$ cat config.mk
export PLATFORM = sky130hd
export DESIGN_NAME = bb3_queue
export DESIGN_NICKNAME = d
export VERILOG_FILES = /design/src/rtl/bb3_pkg.sv /design/src/rtl/bb3_queue.sv
export SDC_FILE = /design/constraint.sdc
export NUM_CORES = 1
export LEC_CHECK = 0
export BUFFER_PORTS_ARGS = -buffer_cell sky130_fd_sc_hd__buf_2
export CAP_MARGIN = 0
export CORE_UTILIZATION = 44
export CTS_BUF_LIST = sky130_fd_sc_hd__clkbuf_4
export CTS_CLUSTER_DIAMETER = 100
export CTS_CLUSTER_SIZE = 30
export DETAILED_ROUTE_END_ITERATION = 8
export PLACE_DENSITY = 0.66
export SLEW_MARGIN = 0
export SYNTH_ARGS = -nofsm -noshare
export SYNTH_HDL_FRONTEND = slang
export SYNTH_SLANG_ARGS = --single-unit
$ cat constraint.sdc
create_clock -name clk -period 2.24 [get_ports clk]
set_input_delay 0.112 -clock clk [delete_from_list [all_inputs] [get_ports clk]]
set_output_delay 0.112 -clock clk [all_outputs]
set_load 0.005 [all_outputs]
$ cat src/rtl/bb3_pkg.sv
// bb3_pkg: shared types, constants and the reciprocal table of the 3x3 box blur
// used by bb3_front, bb3_queue, bb3_back and box_blur_3x3_edge_clipped_core
// no dependencies
package bb3_pkg;

    localparam int COL_W       = 11;
    localparam int ROW_W       = 14;
    localparam int HGT_W       = 13;
    localparam int CFG_DATA_W  = 13;
    localparam int CFG_IDX_W   = 1;
    localparam int SUM_W       = 12;
    localparam int NUM_W       = 13;
    localparam int CNT_W       = 4;
    localparam int RECIP_W     = 20;
    localparam int RECIP_SHIFT = 20;
    localparam int QUEUE_DEPTH = 4;
    localparam int QPTR_W      = 2;
    localparam int QCNT_W      = 3;

    localparam logic [CFG_IDX_W-1:0] CFG_FRAME_WIDTH  = 1'b0;
    localparam logic [CFG_IDX_W-1:0] CFG_FRAME_HEIGHT = 1'b1;

    localparam logic [COL_W-1:0] WIDTH_RESET  = 11'd640;
    localparam logic [HGT_W-1:0] HEIGHT_RESET = 13'd480;

    typedef struct packed {
        logic [7:0]       red;
        logic [7:0]       green;
        logic [7:0]       blue;
        logic [COL_W-1:0] col;
        logic             emit;
        logic             last;
        logic [8:0]       mask;
        logic [CNT_W-1:0] count;
    } blur_item_t;

    // ceil(2^19 / count): exact rounded quotient of (2*sum + count) / (2*count)
    function automatic logic [RECIP_W-1:0] recip(input logic [CNT_W-1:0] count);
        logic [RECIP_W-1:0] r;
        begin
            case (count)
                4'd1:    r = 20'd524288;
                4'd2:    r = 20'd262144;
                4'd3:    r = 20'd174763;
                4'd4:    r = 20'd131072;
                4'd5:    r = 20'd104858;
                4'd6:    r = 20'd87382;
                4'd7:    r = 20'd74899;
                4'd8:    r = 20'd65536;
                4'd9:    r = 20'd58255;
                default: r = 20'd0;
            endcase
            return r;
        end
    endfunction

endpackage

$ cat src/rtl/bb3_queue.sv
// bb3_queue: short item queue between the front and back parts
// depends on bb3_pkg
module bb3_queue (
    input  logic                clk,
    input  logic                rst_n,
    input  logic                push,
    input  bb3_pkg::blur_item_t push_item,
    output logic                full,
    input  logic                pop,
    output logic                q_valid,
    output bb3_pkg::blur_item_t q_item
);
    import bb3_pkg::*;

    blur_item_t        slot_reg [QUEUE_DEPTH];
    logic [QPTR_W-1:0] wr_ptr_reg;
    logic [QPTR_W-1:0] rd_ptr_reg;
    logic [QCNT_W-1:0] count_reg;
    logic              do_pop;

    assign full    = (count_reg == QCNT_W'(QUEUE_DEPTH));
    assign q_valid = (count_reg != '0);
    assign q_item  = slot_reg[rd_ptr_reg];
    assign do_pop  = pop && q_valid;

    always_ff @(posedge clk)
    begin
        if (push)
            slot_reg[wr_ptr_reg] <= push_item;
    end

    always_ff @(posedge clk or negedge rst_n)
    begin
        if (!rst_n)
        begin
            wr_ptr_reg <= '0;
            rd_ptr_reg <= '0;
            count_reg  <= '0;
        end
        else
        begin
            if (push)
                wr_ptr_reg <= wr_ptr_reg + 1'b1;
            if (do_pop)
                rd_ptr_reg <= rd_ptr_reg + 1'b1;
            if (push && !do_pop)
                count_reg <= count_reg + 1'b1;
            else if (do_pop && !push)
                count_reg <= count_reg - 1'b1;
        end
    end

endmodule

# After elaboration in Yosys (flattened, before gate mapping)
# Memories as Yosys holds them, arrays and structs flattened.
# Index checks and enable logic that the tools add are counted.
[classes]
reduce_logical = 7
n_mux = 4
n_eq_ne = 1
n_addsub = 4
[op_table]
columns = ["op", "n"]
rows = [
  ["$mux W3", 2],
  ["$add A2 B1 Y2 const B", 2],
  ["$add A3 B1 Y3 const B", 1],
  ["$eq A3 B3 Y1 const B", 1],
  ["$logic_and A1 B1 Y1", 3],
  ["$reduce_bool A3 Y1", 1],
  ["$sub A3 B1 Y3 const B", 1],
  ["$logic_not A1 Y1", 2],
  ["$mux W1", 2],
  ["$reduce_bool A2 Y1", 1],
]
[totals]
out_inout_bits = 52
mem_bits_rw = 200
ff_bits = 7
word_cells = 20
mem_count = 1
[mem_list]
columns = ["name", "words", "word_bits", "rd", "rd_clocked_by_memory_dff", "write_ports", "line_no", "source"]
rows = [
  ["slot_reg", 4, 50, 1, 0, 1, "bb3_queue.sv:15", "blur_item_t slot_reg [QUEUE_DEPTH];"],
]

# Depth between registers and ports, before layout
[depth]
ltp_word = 5
depth_mapped = 8
depth_no_buf = 8

# Worst setup path after synthesis
# Ideal clock, no wire load.
[synth_path]
kind = "register -> register"
startpoint = "reg wr_ptr_reg[0]"
endpoint = "mem slot_reg[2][0] (netlist bit) (enable)"
path_buffers = 0
synth_period_minus_slack_ns = 2.220
arrival_time_ns = 1.807
path_stages_with_launch = 4
slack_ns = 0.020
cell_sequence = "dfrtp_1 inv_1 ha_1 and2_1"
[synth_rtl]
columns = ["element", "line_no", "source"]
rows = [
  ["start, declared", "bb3_queue.sv:16", "logic [QPTR_W-1:0] wr_ptr_reg;"],
  ["start signal, assigned", "bb3_queue.sv:43", "wr_ptr_reg <= wr_ptr_reg + 1'b1;"],
  ["end, declared", "bb3_queue.sv:15", ""],
]
# No word-level cell before the write port.

==> results.py <==
metrics = {
    "setup_path": {
        "launch_instance_of_the_worst_register_to_register_path": "count_reg[0]",
        "path_class": "flop to output pin",
        "setup.worst_path.start_class": "flop",
        "cp-end-kind": "output pin",
        "timing.critical_path.slowest_cell_delay_ps": 510,
        "worst_ep_arrival_time_ps": 2100,
        "crit_path_max_fanout": 6,
        "worstPathCellList": "buf_4, clkbuf_16, mux4_2, buf_2",
        "worstPathBufferInverterCount": 3,
        "crit_path_top_delay_cell": "sky130_fd_sc_hd__dfrtp_4",
        "reg2reg_slack_ps": 110,
        "critPathRequiredTime_ps": 2130,
        "worstRegToRegCells": 8,
        "r2r-end": "count_reg[2]",
        "critical_path.top_delay_family": "flip-flops",
    },
    "min_path": {
        "whs_path_depth": 2,
        "timing.hold.worst_endpoint": "slot_reg[2][16]",
        "hold_class": "input port to flop",
        "min_from": "push_item[16]",
    },
    "floorplan": {
        "io_pins": 106,
        "placementRows": 47,
        "die-height_um": 134.1,
        "die-width_um": 134.1,
        "design.die.area_sq_um": 17970,
        "design.core.area_sq_um": 16820,
        "start_util_pct": 45.62,
    },
    "cells_and_area": {
        "fillerInstances": 1316,
        "final_util_pct": 55.89,
        "finalNetCount": 541,
        "finalNonFillerCells": 705,
        "area_growth_syn_to_layout_pct": 22.52,
        "largest_register_ff_count": 200,
        "fraction_of_layout_cells_with_a_size_suffix_above_1_pct": 42.77,
    },
    "routing": {
        "route.detailed.drc": 0,
        "vias": 3620,
        "avgRoutedWirePerCell_um": 20.06,
        "drt-pass1-iter-count": 4,
        "ant_nets": 0,
        "wl_mm": 14.14,
        "drt_iter0_drc": 135,
        "via_per_inst": 5.135,
    },
    "synthesis": {
        "synth.net_count": 356,
        "ys.flop_type": "sky130_fd_sc_hd__edfxtp_1",
        "syn_area_per_cell_sq_um": 25.92,
        "synth.distinct_cells": 21,
        "syn_area_sq_um": 7672,
        "synth-async-reset-ratio_pct": 3.382,
        "synth-seq-cells": 207,
        "synth.yosys.seq_area_share_pct": 80.56,
        "yosys_warning_total": 0,
        "synth_edf_count": 200,
        "postSynthCellCount": 296,
    },
    "sta": {
        "clock-skew-final_ps": 27.05,
        "drv_slew": 0,
        "setup_viol_count_final": 0,
        "post-route-min-period_ps": 2216,
        "period_share_pct": 98.93,
        "max_freq_ghz": 0.4512,
        "rsz0062_at_grt": "true",
        "hold_viol": 0,
        "slew_headroom_pct": 68.18,
        "slew_of_the_pin_with_the_lowest_slew_margin_ps": 477.3,
        "finalWorstSetupSlack_ps": 23.89,
    },
    "clock_network": {
        "tritoncts": "built",
        "clock_sink_count": 207,
        "insertion_delay_ps": 600,
        "htree_levels": 1,
        "clk_path_buf_depth": 3,
        "cts_bufs_inserted": 10,
        "clkTransAtPathRegs_ps": 280,
        "clock_root_buffer": "sky130_fd_sc_hd__clkbuf_4",
    },
    "global_route": {
        "grt_antenna_before_repair": 1,
        "grt-ovfl-total": 0,
        "grt_pass1_vias": 4048,
        "pin_count_of_the_biggest_net_entering_global_routing": 32,
        "grt_first_pass_wirelength_mm": 21.81,
        "overall_fraction_of_global_route_tracks_in_use_pct": 15.99,
    },
    "power_and_ir_drop": {
        "peak_supply_drop_uv": 691.1,
        "power_leakage_nw": 3.255,
        "powerDensity_nw_per_um2": 1109,
    },
    "run": {
        "cap_viol_max_count": 0,
    },
    "placed_design": {
        "numPortBuffers": 105,
        "placedCellCount": 623,
        "hpwlAfterDp_mm": 8.175,
        "place.gp.congestion": 0.6866,
        "worst_setup_slack_post_dpl_ps": 115.6,
    },
    "status": {
        "run_status": "finished clean",
    },
}
## cells in the mapped netlist, drive strengths merged, types with 2 or more instances
| cell type | instances | area share (%) |
|---|---|---|
| xnor2 | 3 | 0.34 |
| buf | 11 | 1.8 |
| dfrtp | 7 | 2.3 |
| mux4 | 50 | 15 |
| and2 | 4 | 0.33 |
| ha | 5 | 0.82 |
| edfxtp | 200 | 78 |
| inv | 3 | 0.15 |
| nand2 | 2 | 0.098 |
| xor2 | 3 | 0.34 |
## worst register-to-register path, cell delays in order, from the launching register on
cell and delay, ps:
sky130_fd_sc_hd__dfrtp_2 490, sky130_fd_sc_hd__or3_4 410, sky130_fd_sc_hd__nand2_2 100, sky130_fd_sc_hd__ha_2 180, sky130_fd_sc_hd__inv_1 60, sky130_fd_sc_hd__fa_1 390
sky130_fd_sc_hd__xor2_1 180, sky130_fd_sc_hd__nor2_1 120, sky130_fd_sc_hd__xor2_1 160
## area by class of cell
class	instances	area, sq um	share of cell area [%]
Sequential cell	207	6190	65.85
Timing Repair Buffer	185	1464	15.57
Multi-Input combinational cell	74	1348	14.34
Tap cell	220	275.3	2.928
Clock buffer	14	105.1	1.118
Inverter	3	11.26	0.1198
Clock inverter	1	5.005	0.05324
Antenna cell	1	2.502	0.02662
## power breakdown
group / total [mW] / switching [mW] / internal (mW)
combinational: 3.82 / 1.71 / 2.11
sequential: 5.33 / 0.260 / 5.07
clock: 1.28 / 0.993 / 0.288
total: 10.4 / 2.96 / 7.46
## timing repair
action                     4_1_cts  5_1_grt
cloned                           2        3
resized for setup                7        8
hold buffers                    54        0
buffers inserted                 2        5
pin swaps                        0        0
setup endpoints to repair       39       44
hold endpoints to repair       212        0
## layout by cell type, fill, tap and decap left out, types with 2 or more instances in the layout
cell / instances
sky130_fd_sc_hd__inv_1: 3
sky130_fd_sc_hd__buf_6: 2
sky130_fd_sc_hd__buf_16: 4
sky130_fd_sc_hd__clkbuf_4: 14
sky130_fd_sc_hd__buf_4: 14
sky130_fd_sc_hd__buf_12: 6
sky130_fd_sc_hd__xor2_1: 3
sky130_fd_sc_hd__mux4_2: 50
sky130_fd_sc_hd__dfrtp_1: 4
sky130_fd_sc_hd__ha_1: 4
sky130_fd_sc_hd__edfxtp_1: 200
sky130_fd_sc_hd__dlygate4sd3_1: 54
sky130_fd_sc_hd__and2_2: 4
sky130_fd_sc_hd__clkbuf_16: 2
sky130_fd_sc_hd__dfrtp_4: 2
sky130_fd_sc_hd__xnor2_1: 3
sky130_fd_sc_hd__buf_2: 103
## per-layer routing
metal / share of wire (%) / track usage [%]
met5: 0 / 0
met4: 0.82 / 3.059
met3: 4.8 / 2.986
met2: 50 / 28.04
met1: 44 / 21.06
## logic make-up after synthesis
group / synth area share (%)
xor gates and xnor gates: 0.6851
and+or+nand+nor: 0.7175
AOI/OAI and AO/OA: 0.06517
muxes: 14.92
buffers and inverters: 1.973
DFF: 80.56
adders and majority gates: 1.076
## per-stage QoR
stage                     hold slack (ps)  power [mW]  TNS, ps  cell area, sq um
after floorplan                    -183.6       7.482        0              7672
after global placement             -49.91       8.627        0              8523
after detailed placement           -46.46       8.705        0              8523
after CTS                           185.3       10.31   -282.6              9266
after global routing                169.7       10.97    -2309              9400
final                               229.3       10.42        0              9400
## worst max-delay path by stage
stage,slack [ps],end,cells after the start,startpoint
global route,-90,q_item[35],4,rd_ptr_reg[0]
finish,20,q_item[35],4,rd_ptr_reg[0]
detailed placement,120,count_reg[2],8,count_reg[0]
global placement,210,count_reg[2],8,count_reg[0]
CTS,-40,q_item[3],3,rd_ptr_reg[0]
floorplan,20,slot_reg[2][0],3,wr_ptr_reg[0]
(Power assumes the default switching activity.)
