[config.mk]
export PLATFORM = sky130hd
export DESIGN_NAME = bb3_front
export DESIGN_NICKNAME = d
export VERILOG_FILES = /design/src/rtl/bb3_pkg.sv /design/src/rtl/bb3_front.sv
export SDC_FILE = /design/constraint.sdc
export NUM_CORES = 1
export LEC_CHECK = 0
export ABC_AREA = 1
export CAP_MARGIN = 20
export CORE_MARGIN = 5
export CORE_UTILIZATION = 35
export DETAILED_ROUTE_END_ITERATION = 7
export DONT_BUFFER_PORTS = 1
export PLACE_DENSITY = 0.53
export SKIP_LAST_GASP = 1
export SLEW_MARGIN = 5
export SYNTH_ARGS = -nofsm -noshare
export SYNTH_HDL_FRONTEND = slang
export SYNTH_SLANG_ARGS = --single-unit
[constraint.sdc]
create_clock -name clk -period 4.9 [get_ports clk]
set_input_delay 0.245 -clock clk [delete_from_list [all_inputs] [get_ports clk]]
set_output_delay 0.245 -clock clk [all_outputs]
set_load 0.02 [all_outputs]
[src/rtl/bb3_pkg.sv]
// bb3_pkg: shared types, constants and the reciprocal table of the 3x3 box blur
// used by bb3_front, bb3_queue, bb3_back and box_blur_3x3_edge_clipped_core
// no dependencies
package bb3_pkg;

    localparam int COL_W       = 11;
    localparam int ROW_W       = 14;
    localparam int HGT_W       = 13;
    localparam int CFG_DATA_W  = 13;
    localparam int CFG_IDX_W   = 1;
    localparam int SUM_W       = 12;
    localparam int NUM_W       = 13;
    localparam int CNT_W       = 4;
    localparam int RECIP_W     = 20;
    localparam int RECIP_SHIFT = 20;
    localparam int QUEUE_DEPTH = 4;
    localparam int QPTR_W      = 2;
    localparam int QCNT_W      = 3;

    localparam logic [CFG_IDX_W-1:0] CFG_FRAME_WIDTH  = 1'b0;
    localparam logic [CFG_IDX_W-1:0] CFG_FRAME_HEIGHT = 1'b1;

    localparam logic [COL_W-1:0] WIDTH_RESET  = 11'd640;
    localparam logic [HGT_W-1:0] HEIGHT_RESET = 13'd480;

    typedef struct packed {
        logic [7:0]       red;
        logic [7:0]       green;
        logic [7:0]       blue;
        logic [COL_W-1:0] col;
        logic             emit;
        logic             last;
        logic [8:0]       mask;
        logic [CNT_W-1:0] count;
    } blur_item_t;

    // ceil(2^19 / count): exact rounded quotient of (2*sum + count) / (2*count)
    function automatic logic [RECIP_W-1:0] recip(input logic [CNT_W-1:0] count);
        logic [RECIP_W-1:0] r;
        begin
            case (count)
                4'd1:    r = 20'd524288;
                4'd2:    r = 20'd262144;
                4'd3:    r = 20'd174763;
                4'd4:    r = 20'd131072;
                4'd5:    r = 20'd104858;
                4'd6:    r = 20'd87382;
                4'd7:    r = 20'd74899;
                4'd8:    r = 20'd65536;
                4'd9:    r = 20'd58255;
                default: r = 20'd0;
            endcase
            return r;
        end
    endfunction

endpackage

[src/rtl/bb3_front.sv]
// bb3_front: config registers, input position counters and item classification
// computes the neighbour mask, count and last flag for each item
// depends on bb3_pkg
module bb3_front #(
    parameter int MAX_WIDTH = 1024
) (
    input  logic                            clk,
    input  logic                            rst_n,
    input  logic                            cfg_write,
    input  logic [bb3_pkg::CFG_IDX_W-1:0]   cfg_index,
    input  logic [bb3_pkg::CFG_DATA_W-1:0]  cfg_data,
    input  logic                            in_valid,
    output logic                            in_stall,
    input  logic                            flush,
    input  logic [7:0]                      red_in,
    input  logic [7:0]                      green_in,
    input  logic [7:0]                      blue_in,
    input  logic                            q_full,
    output logic                            push,
    output bb3_pkg::blur_item_t             push_item
);
    import bb3_pkg::*;

    localparam logic [13:0] MAX_W14 = 14'(MAX_WIDTH);

    logic [COL_W-1:0] width_reg;
    logic [HGT_W-1:0] height_reg;
    logic [COL_W-1:0] in_col_reg;
    logic [ROW_W-1:0] in_row_reg;
    logic [COL_W-1:0] out_col_reg;
    logic [ROW_W-1:0] out_row_reg;

    logic [COL_W-1:0] w_eff;
    logic [HGT_W-1:0] h_eff;
    logic [ROW_W-1:0] h_ext;
    logic [COL_W:0]   w_ext;
    logic [COL_W:0]   in_col_inc;
    logic [COL_W:0]   out_col_inc;
    logic [ROW_W:0]   out_row_inc;
    logic             accept;
    logic             in_frame;
    logic             edge_col;
    logic             started;
    logic             last;
    logic             out_col_end;
    logic [2:0]       row_ok;
    logic [2:0]       col_ok;
    logic [8:0]       mask;

    always_comb
    begin
        if (width_reg == '0)
            w_eff = 11'd1;
        else if ({3'b0, width_reg} > MAX_W14)
            w_eff = MAX_W14[COL_W-1:0];
        else
            w_eff = width_reg;
        h_eff = (height_reg == '0) ? 13'd1 : height_reg;
    end

    assign h_ext       = {1'b0, h_eff};
    assign w_ext       = {1'b0, w_eff};
    assign in_col_inc  = {1'b0, in_col_reg} + 1'b1;
    assign out_col_inc = {1'b0, out_col_reg} + 1'b1;
    assign out_row_inc = {1'b0, out_row_reg} + 1'b1;

    assign in_stall = q_full;
    assign accept   = in_valid && !in_stall;
    assign in_frame = in_row_reg < h_ext;
    assign push     = accept && !(in_frame && flush);

    assign edge_col = (in_col_reg == '0);
    assign started  = (in_row_reg >= 14'd2) || ((in_row_reg == 14'd1) && !edge_col);

    assign out_col_end = out_col_inc >= w_ext;
    assign last = started && (out_row_inc >= {1'b0, h_ext}) && out_col_end;

    // mask in the coordinates of the window after the shift
    assign row_ok[0] = (out_row_reg != '0);
    assign row_ok[1] = (out_row_reg < h_ext);
    assign row_ok[2] = (out_row_inc < {1'b0, h_ext});
    assign col_ok[0] = (out_col_reg != '0);
    assign col_ok[1] = ({1'b0, out_col_reg} < w_ext);
    assign col_ok[2] = !edge_col && (out_col_inc < w_ext);

    always_comb
    begin
        for (int r = 0; r < 3; r++)
        begin
            for (int c = 0; c < 3; c++)
            begin
                mask[r*3+c] = row_ok[r] && col_ok[c];
            end
        end
    end

    always_comb
    begin
        push_item.red   = in_frame ? red_in : 8'd0;
        push_item.green = in_frame ? green_in : 8'd0;
        push_item.blue  = in_frame ? blue_in : 8'd0;
        push_item.col   = in_col_reg;
        push_item.emit  = started;
        push_item.last  = last;
        push_item.mask  = mask;
        push_item.count = CNT_W'($countones(mask));
    end

    always_ff @(posedge clk or negedge rst_n)
    begin
        if (!rst_n)
        begin
            width_reg  <= WIDTH_RESET;
            height_reg <= HEIGHT_RESET;
        end
        else if (cfg_write)
        begin
            unique case (cfg_index)
                CFG_FRAME_WIDTH:  width_reg  <= cfg_data[COL_W-1:0];
                CFG_FRAME_HEIGHT: height_reg <= cfg_data[HGT_W-1:0];
                default:          ;
            endcase
        end
    end

    always_ff @(posedge clk or negedge rst_n)
    begin
        if (!rst_n)
        begin
            in_col_reg  <= '0;
            in_row_reg  <= '0;
            out_col_reg <= '0;
            out_row_reg <= '0;
        end
        else if (push)
        begin
            if (last)
            begin
                in_col_reg  <= '0;
                in_row_reg  <= '0;
                out_col_reg <= '0;
                out_row_reg <= '0;
            end
            else
            begin
                if (in_col_inc >= w_ext)
                begin
                    in_col_reg <= '0;
                    in_row_reg <= in_row_reg + 1'b1;
                end
                else
                begin
                    in_col_reg <= in_col_inc[COL_W-1:0];
                end
                if (started)
                begin
                    if (out_col_end)
                    begin
                        out_col_reg <= '0;
                        out_row_reg <= out_row_reg + 1'b1;
                    end
                    else
                    begin
                        out_col_reg <= out_col_inc[COL_W-1:0];
                    end
                end
            end
        end
    end

endmodule

== Yosys cells after proc, flatten, opt, wreduce, memory -nomap -nowiden ==
Cells that the tools add are included.
Storage, ports and cells
  logic and storage cells: 80
  bits of input ports: 44
  register bits after elaboration: 74
Cells by class
  add/sub/neg operators: 13
  mux-type cells: 16
  reduce and logical (&&, ||, !) cells: 33
  $lt $le $gt $ge: 10
  bitwise logic cells: 1
  equal/unequal tests: 1
Operators with widths (number)
  $mux W11: 7
  $mux W14: 5
  $add A14 B1 Y14 const B: 2
  $lt A14 B13 Y1: 2
  $add A11 B1 Y12 const B: 2
  $ge A12 B11 Y1: 2
  $mux W8: 3
  $logic_not A11 Y1: 2
  $logic_and A1 B1 Y1: 16
  $add A14 B1 Y15 const B: 1
  $ge A15 B13 Y1: 1
  $lt A15 B13 Y1: 1
  $eq A14 B1 Y1 const B: 1
  $ge A14 B2 Y1 const B: 1
  $reduce_bool A14 Y1: 1
  $logic_not A13 Y1: 1
  $mux W13: 1
  $lt A12 B11 Y1: 1
  $gt A11 B11 Y1 const B: 1
  $lt A11 B11 Y1: 1
  $reduce_bool A11 Y1: 1
  $add A1 B1 Y2: 4
  $reduce_and A2 Y1: 4
  $add A2 B2 Y3: 2
  other kinds (7): 11

== Logic depth before layout (Yosys ltp) ==
Gate-level depths: netlist (run 1).
  word-level depth: 10
  mapped depth: 25

== Least setup slack after synthesis (run 1) ==
OpenSTA, ideal clock, no wires.
  path type: reg-to-output
  start: register out_col_reg[0]
  end: output push_item[2] (netlist name)
  arrival time: 4.718 ns
  cell stages (with the launch flop): 25
  required time: 4.655 ns
  path slack: -0.063 ns
  cell sequence: dfrtp_1 -> ha_1 -> nand3_1 -> nor3b_1 -> nand4_1 -> xor2_1 -> inv_1 -> ha_1 -> inv_1 -> nor2_1 -> nor2_1 -> nand2_1 -> inv_1 -> o211a_1 -> inv_1 -> nor2_1 -> inv_1 -> fa_1 -> inv_1 -> fa_1 -> inv_1 -> fa_1 -> inv_1 -> fa_1 -> xor2_1
RTL lines
  start, declared: line bb3_front.sv:30  | logic [COL_W-1:0] out_col_reg;
  start signal, assigned: line bb3_front.sv:164  | out_col_reg <= out_col_inc[COL_W-1:0];
  end, declared: line bb3_front.sv:20  | output bb3_pkg::blur_item_t push_item

==> results.json, run 1 <==
{
  "outcome": "finished, violations left",
  "violations": "setup timing",
  "timing.final.ws_setup_ps": -193,
  "finalNonFillerCells": 1237,
  "finalMaxSlewViolations": 0,
  "core_area_um2": 18800,
  "startpoint_type": "flop",
  "die_y_um": 148,
  "yosys.area.top_type_share_pct": 25.5,
  "setup_viol_count_final": 2,
  "fin_util_pct": 42.0,
  "ctsRootBufferMaster": "clkbuf_16",
  "critPathMaxStageDelay_ps": 490,
  "postLayoutCellArea_um2": 7890,
  "reg2reg_to": "in_row_reg[12]$_DFFE_PN0P_",
  "hold_viol": 0,
  "synth-seq-cells": 74,
  "drt_first_pass_iters": 4,
  "worstPathRequired_ps": 4660,
  "clk_path_buf_depth": 2,
  "syn-instance-count": 955,
  "p_leak_nw": 4.42,
  "die-area_um2": 22000,
  "drt-vias-per-instance": 4.85,
  "postPlaceCellArea_um2": 7230,
  "numPlacedInstances": 1211,
  "synth_seq_area_share_pct": 27.8,
  "synth_area_leaders": "dfrtp_1, ha_1, nand2_1, inv_1, nor2_1",
  "worst_setup_path_end_kind": "output port",
  "wl_per_cell_um": 14.7,
  "grt_usage_pct": 17.0,
  "layout_min_cycle_time_ps": 5090,
  "critPathKind": "flop to output port",
  "place_congestion": 0.835,
  "yosysMostFrequentCell": "nand2_1",
  "wl_um": 18200,
  "layout.nets": 1129,
  "slew_headroom_pct": 50.2,
  "synth-edff-count": 0,
  "htree_levels": 3,
  "cts_tree": "done",
  "hp-start": "cfg_data[9]",
  "worstHoldPathType": "input port to flop",
  "portBuffers": 0,
  "die_x_um": 148,
  "cap_violations": 0,
  "syn_avg_cell_area_um2": 7.00,
  "numCtsBuffers": 9,
  "fin_skew_ps": 6.52,
  "syn_area_um2": 6680,
  "initial_core_util_pct": 35.6,
  "rsz0062_at_grt": "true",
  "r2r_cells": 17,
  "drc": 0,
  "ys_warn_count": 0,
  "grt_max_degree": 75,
  "final_layout_size_suffix_gt1_share_pct": 14.1,
  "grt-ovfl-total": 0,
  "clk_latency_ps": 350,
  "finalCritPeriodShare_pct": 104,
  "synthTopCellsByCount": "nand2_1, inv_1, nor2_1",
  "grt_pass1_vias": 5850,
  "dp_slack_ps": -125,
  "ir_drop_uv": 879,
  "drt_iter0_drc": 333,
  "reg2reg_slack_ps": 1330,
  "whs_endpoint": "width_reg[9]$_DFFE_PN1P_",
  "worst_path_max_delay_cell": "fa_1",
  "cp.arrival_ps": 4850,
  "areaGrowthSynthToFinish_pct": 18.0,
  "n_antenna_cell": 0,
  "hpwlAfterDp_um": 13800,
  "vias": 5994,
  "ys.flop_type": "dfrtp_1",
  "crit_fanout": 5,
  "hold_path_depth": 2,
  "syn-num-nets": 1086,
  "yosysTopAreaCell": "dfrtp_1",
  "io-pin-count": 96,
  "antenna_found_initial": 0,
  "grt_pass1_wl_um": 30300,
  "reg2reg_from": "width_reg[9]$_DFFE_PN1P_",
  "final_antenna_net_count": 0,
  "ys_async_sr_fraction_pct": 100,
  "synth_cell_type_count": 44,
  "clock_sinks": 74,
  "clk_pin_slew_ps": 60,
  "path_cells": "nor4_1 -> nand3_2 -> nand2_4 -> buf_6 -> nand2_4 -> ha_4 -> a21oi_2 -> o21ai_1 -> nand2_1 -> o2111ai_4 -> nor2_2 -> inv_1 -> fa_1 -> fa_1 -> inv_1 -> fa_1 -> inv_1 -> fa_2 -> inv_2 -> fa_2",
  "worstMarginPinSlew_ps": 740,
  "rows": 50,
  "timing.fmax_mhz": 196,
  "cellPowerDensity_nw_per_um2": 468
}
## layer usage
layer  share of wire (%)  up-vias  GRT usage (%)  wire length (µm)
met5                   0        -              0                 0
met4                 1.5        0           4.90               275
met3                 2.8       14           2.50               509
met2                  46       68           27.0              8310
met1                  50     2760           24.1              9090
li1                    -     3152              -                 -
## placed cells by master, fill, tap and decap left out, drive strengths merged
master	Yosys	final
clkinv	0	1
nor3	13	13
o21ai	43	43
clkinvlp	0	2
o211ai	2	2
nor3b	2	2
dfrtp	68	68
dlygate4sd3	0	1
nand3b	2	2
xnor2	1	1
a21oi	32	32
inv	170	171
a41o	1	1
o221ai	1	1
nand4	55	55
nand3	43	43
dfstp	6	6
o21a	1	1
ha	82	82
nand2	240	241
o31ai	1	1
and2	2	2
nor4	7	7
buf	18	61
o211a	1	1
bufinv	0	2
o2111ai	1	1
clkbuf	13	10
or4	2	2
a211oi	2	2
nor2	110	110
fa	5	5
xor2	31	31
## repair_timing
| action | 4_1_cts | 5_1_grt |
|---|---|---|
| gates cloned | 1 | 0 |
| hold buffers | 2 | 0 |
| resized for setup | 31 | 21 |
| pin swaps | 13 | 12 |
| endpoints found under the hold margin | 74 | 0 |
| endpoints found under the setup margin | 4 | 4 |
| setup buffers | 5 | 3 |
## worst max-delay path, delay by kind of cell (launching register included)
family | cells | cell delay (ps)
compound gates | 3 | 340
fa+ha+maj | 6 | 2350
buf+inv | 5 | 350
flops | 1 | 370
simple gates | 6 | 1080
## how the worst max path moves through the flow
stage                     depth (start not counted)      endpoint                  startpoint
after floorplan                                  23  push_item[1]  out_col_reg[0]$_DFFE_PN0P_
after detailed placement                         19  push_item[1]    width_reg[2]$_DFFE_PN0P_
after CTS                                        20  push_item[2]    width_reg[5]$_DFFE_PN0P_
after global placement                           19  push_item[1]    width_reg[2]$_DFFE_PN0P_
final                                            20  push_item[1]    width_reg[9]$_DFFE_PN1P_
after global routing                             19  push_item[1]    width_reg[9]$_DFFE_PN1P_
## cell families (layout without fill, tap and decap cells)
kind of cell | after synthesis | after routing | share of synthesized area (%)
xor gates and xnor gates | 32 | 32 | 4.19
buffers and inverters | 201 | 248 | 12.0
DFF | 74 | 74 | 27.8
adders and majority gates | 87 | 87 | 16.8
AOI/OAI and AO/OA | 85 | 85 | 6.85
and+or+nand+nor | 476 | 477 | 32.3
## metrics by stage
| step | setup TNS [ps] | hold WS (ps) | power (W) |
|---|---|---|---|
| CTS | -167 | 55.2 | 0.00363 |
| detailed placement | -246 | -46.0 | 0.00266 |
| finish | -369 | 57.8 | 0.00369 |
| floorplan | 0 | -50.6 | 0.00223 |
| global placement | -135 | -45.5 | 0.00266 |
| global route | -1080 | 55.1 | 0.00402 |
## area by class of cell
class,instances,area [µm²]
Timing Repair Buffer,62,492
Tap cell,234,293
Inverter,170,638
Sequential cell,74,1860
Multi-Input combinational cell,681,4270
Clock inverter,6,88.8
Fill cell,1954,10900
Clock buffer,10,239
## power by group
group | total, W | leakage, nW | switching [W] | internal, W
clock | 0.000748 | 0.155 | 0.000287 | 0.000461
combinational | 0.00212 | 3.30 | 0.00131 | 0.000809
sequential | 0.000824 | 0.968 | 0.000134 | 0.000690
total | 0.00369 | 4.42 | 0.00173 | 0.00196
Note: power is estimated with default switching activity, not from simulation.
==> run 2: changes to the inputs <==
--- a/config.mk
+++ b/config.mk
@@ -5,7 +5,6 @@
 export SDC_FILE = /design/constraint.sdc
 export NUM_CORES = 1
 export LEC_CHECK = 0
-export ABC_AREA = 1
 export CAP_MARGIN = 20
 export CORE_MARGIN = 5
 export CORE_UTILIZATION = 35
==> run 2 against run 1 <==
- the flow still finishes with violations (setup timing)
- first-iteration DRC count down 15%
- non-clock buffer count up 12
- critical path type unchanged
- global-route usage up 1.0 points
- synthesized area down 9.5%
- utilization up 0.52 points
- sequential power up 2.7%
- largest cell class unchanged
==> results.json, run 2 <==
{
  "cts_tree": "done",
  "synth_area_leaders": "dfrtp_1, ha_1, mux2_2, a22o_1, xnor2_1",
  "fin_skew_ps": 10.0,
  "layout_min_cycle_time_ps": 5190,
  "numCtsBuffers": 9,
  "clk_pin_slew_ps": 70,
  "grt_usage_pct": 18.0,
  "core_area_um2": 17100,
  "path_buf_inv": 4,
  "ys_async_sr_fraction_pct": 100,
  "drt_first_pass_iters": 5,
  "path_cells": "ha_2 -> nand3_2 -> nor2_4 -> buf_4 -> nand3_1 -> xnor2_2 -> ha_1 -> o21ai_0 -> nor2_1 -> nor3_1 -> nor2_1 -> or3_4 -> or2_4 -> fa_1 -> inv_1 -> fa_1 -> inv_1 -> fa_2 -> inv_2 -> fa_2",
  "p_leak_nw": 3.38,
  "finalCritPeriodShare_pct": 106,
  "portBuffers": 0,
  "worstMarginPinSlew_ps": 1030,
  "worstPathRequired_ps": 4660,
  "setup_viol_count_final": 3,
  "clk_path_buf_depth": 2,
  "finalMaxSlewViolations": 0,
  "syn-num-nets": 791,
  "layout.nets": 850,
  "cap_violations": 0,
  "finalNonFillerCells": 949,
  "synthTopCellsByCount": "ha_1, dfrtp_1, nand2_1",
  "timing.fmax_mhz": 193,
  "die-area_um2": 20000,
  "grt-ovfl-total": 0,
  "syn_area_um2": 6050,
  "postPlaceCellArea_um2": 6670,
  "areaGrowthSynthToFinish_pct": 20.3,
  "numPlacedInstances": 917,
  "wl_um": 17600,
  "ys_warn_count": 0,
  "syn-instance-count": 660,
  "antenna_found_initial": 0,
  "critPathTopFamily": "adder cells",
  "ir_drop_uv": 595,
  "ctsRootBufferMaster": "clkbuf_16",
  "grt_max_degree": 75,
  "postLayoutCellArea_um2": 7280,
  "die_x_um": 141,
  "critPathMaxStageDelay_ps": 510,
  "cellPowerDensity_nw_per_um2": 507,
  "worst_setup_path_end_kind": "output port",
  "grt_pass1_vias": 5350,
  "ys.flop_type": "dfrtp_1",
  "mostFrequentLayoutCells": "ha_1, buf_4, dfrtp_1",
  "synth-edff-count": 0,
  "hpwlAfterDp_um": 13800,
  "vias": 5204,
  "layout_commonest_cell": "ha_1",
  "startpoint_type": "flop",
  "rows": 48,
  "drt_iter0_drc": 284,
  "slew_headroom_pct": 31.1,
  "drc": 0,
  "synth_seq_area_share_pct": 30.7,
  "synth-seq-cells": 74,
  "grt_pass1_wl_um": 28700,
  "clock_sinks": 74,
  "die_y_um": 141,
  "outcome": "finished, violations left",
  "worst_path_max_delay_cell": "fa_1",
  "final_antenna_net_count": 0,
  "drt-vias-per-instance": 5.48,
  "initial_core_util_pct": 35.4,
  "violations": "setup timing",
  "wl_per_cell_um": 18.6,
  "crit_fanout": 3,
  "n_antenna_cell": 0,
  "synth_cell_type_count": 59,
  "htree_levels": 3,
  "fin_tns_setup_ps": -772,
  "cp.arrival_ps": 4950,
  "worstHoldPathType": "input port to flop",
  "final_layout_size_suffix_gt1_share_pct": 22.4,
  "timing.final.ws_setup_ps": -292,
  "clk_latency_ps": 350,
  "yosysTopAreaCell": "dfrtp_1",
  "place_congestion": 0.872,
  "syn_avg_cell_area_um2": 9.17,
  "yosys.area.top_type_share_pct": 28.1,
  "hold_viol": 0,
  "io-pin-count": 96,
  "critPathKind": "flop to output port",
  "rsz0062_at_grt": "true",
  "yosysMostFrequentCell": "ha_1"
}
-- run 2: path summary, 6_finish.rpt --
kind / start / end / slack [ps] / cells after the start
worst max-delay path: out_row_reg[0]$_DFFE_PN0P_ / push_item[1] / -290 / 20
worst min-delay path: cfg_data[10] / width_reg[10]$_DFFE_PN0P_ / 30 / 2
worst max register to register: out_col_reg[1]$_DFFE_PN0P_ / out_row_reg[2]$_DFFE_PN0P_ / 1070 / 15
worst min register to register: width_reg[4]$_DFFE_PN0P_ / width_reg[4]$_DFFE_PN0P_ / 550 / 1
max in group asynchronous: rst_n / height_reg[7]$_DFFE_PN1P_ / 4080 / 2
min in group asynchronous: rst_n / in_row_reg[13]$_DFFE_PN0P_ / 480 / 2
-- run 2: what timing repair did --
item,in CTS,in global routing
hold buffers,2,0
endpoints found under the setup margin,4,4
buffers inserted,8,6
gates cloned,0,0
pin swaps,24,15
resized for setup,28,9
endpoints found under the hold margin,74,0
-- run 2: cell type report --
type,count,area (µm²)
Timing Repair Buffer,74,592
Multi-Input combinational cell,514,4070
Clock buffer,9,225
Clock inverter,7,83.8
Sequential cell,74,1860
Fill cell,1715,9840
Inverter,46,173
Tap cell,225,282
-- run 2: metal layers --
metal | part of all wire, % | global-route usage, % | wire [µm]
met1 | 43 | 22.6 | 7490
met2 | 51 | 31.4 | 9040
met3 | 3.8 | 3.37 | 666
met4 | 2.3 | 5.40 | 407
met5 | 0 | 0 | 0
-- run 2: cell families after synthesis --
logic type / share of synthesized area [%]
and+or+nand+nor: 20.6
adders and majority gates: 18.6
muxes: 4.84
buffers and inverters: 4.90
AOI/OAI and AO/OA: 15.8
xor gates and xnor gates: 4.49
DFF: 30.7
-- run 2: power breakdown --
part           internal, W  switching [W]  total, W
registers         0.000704       0.000142  0.000846
logic             0.000880        0.00127   0.00215
clock network     0.000403       0.000295  0.000699
-- run 2: worst reg2reg max path, stage by stage (launching register included) --
cell and delay [ps]:
dfrtp_1 510, ha_1 420, nand2_1 110, xnor2_1 160
ha_1 310, nand2_1 50, o21ai_0 200, a22oi_1 130
buf_4 190, a21oi_1 400, o41ai_2 150, buf_4 210
inv_2 350, nor2_1 100, buf_4 200, a22o_1 240
-- run 2: through the flow --
step | worst slack [ps] | power (W) | util (%) | hold WS (ps)
6_report | -292 | 0.00369 | 42.5 | 25.5
5_1_grt | -489 | 0.00399 | 42.5 | 14.3
4_1_cts | -304 | 0.00371 | 41.9 | 12.9
3_5_place_dp | -158 | 0.00280 | 38.9 | -42.9
3_3_place_gp | -65.9 | 0.00273 | 38.9 | -43.4
2_1_floorplan | 1.89 | 0.00229 | - | -50.6
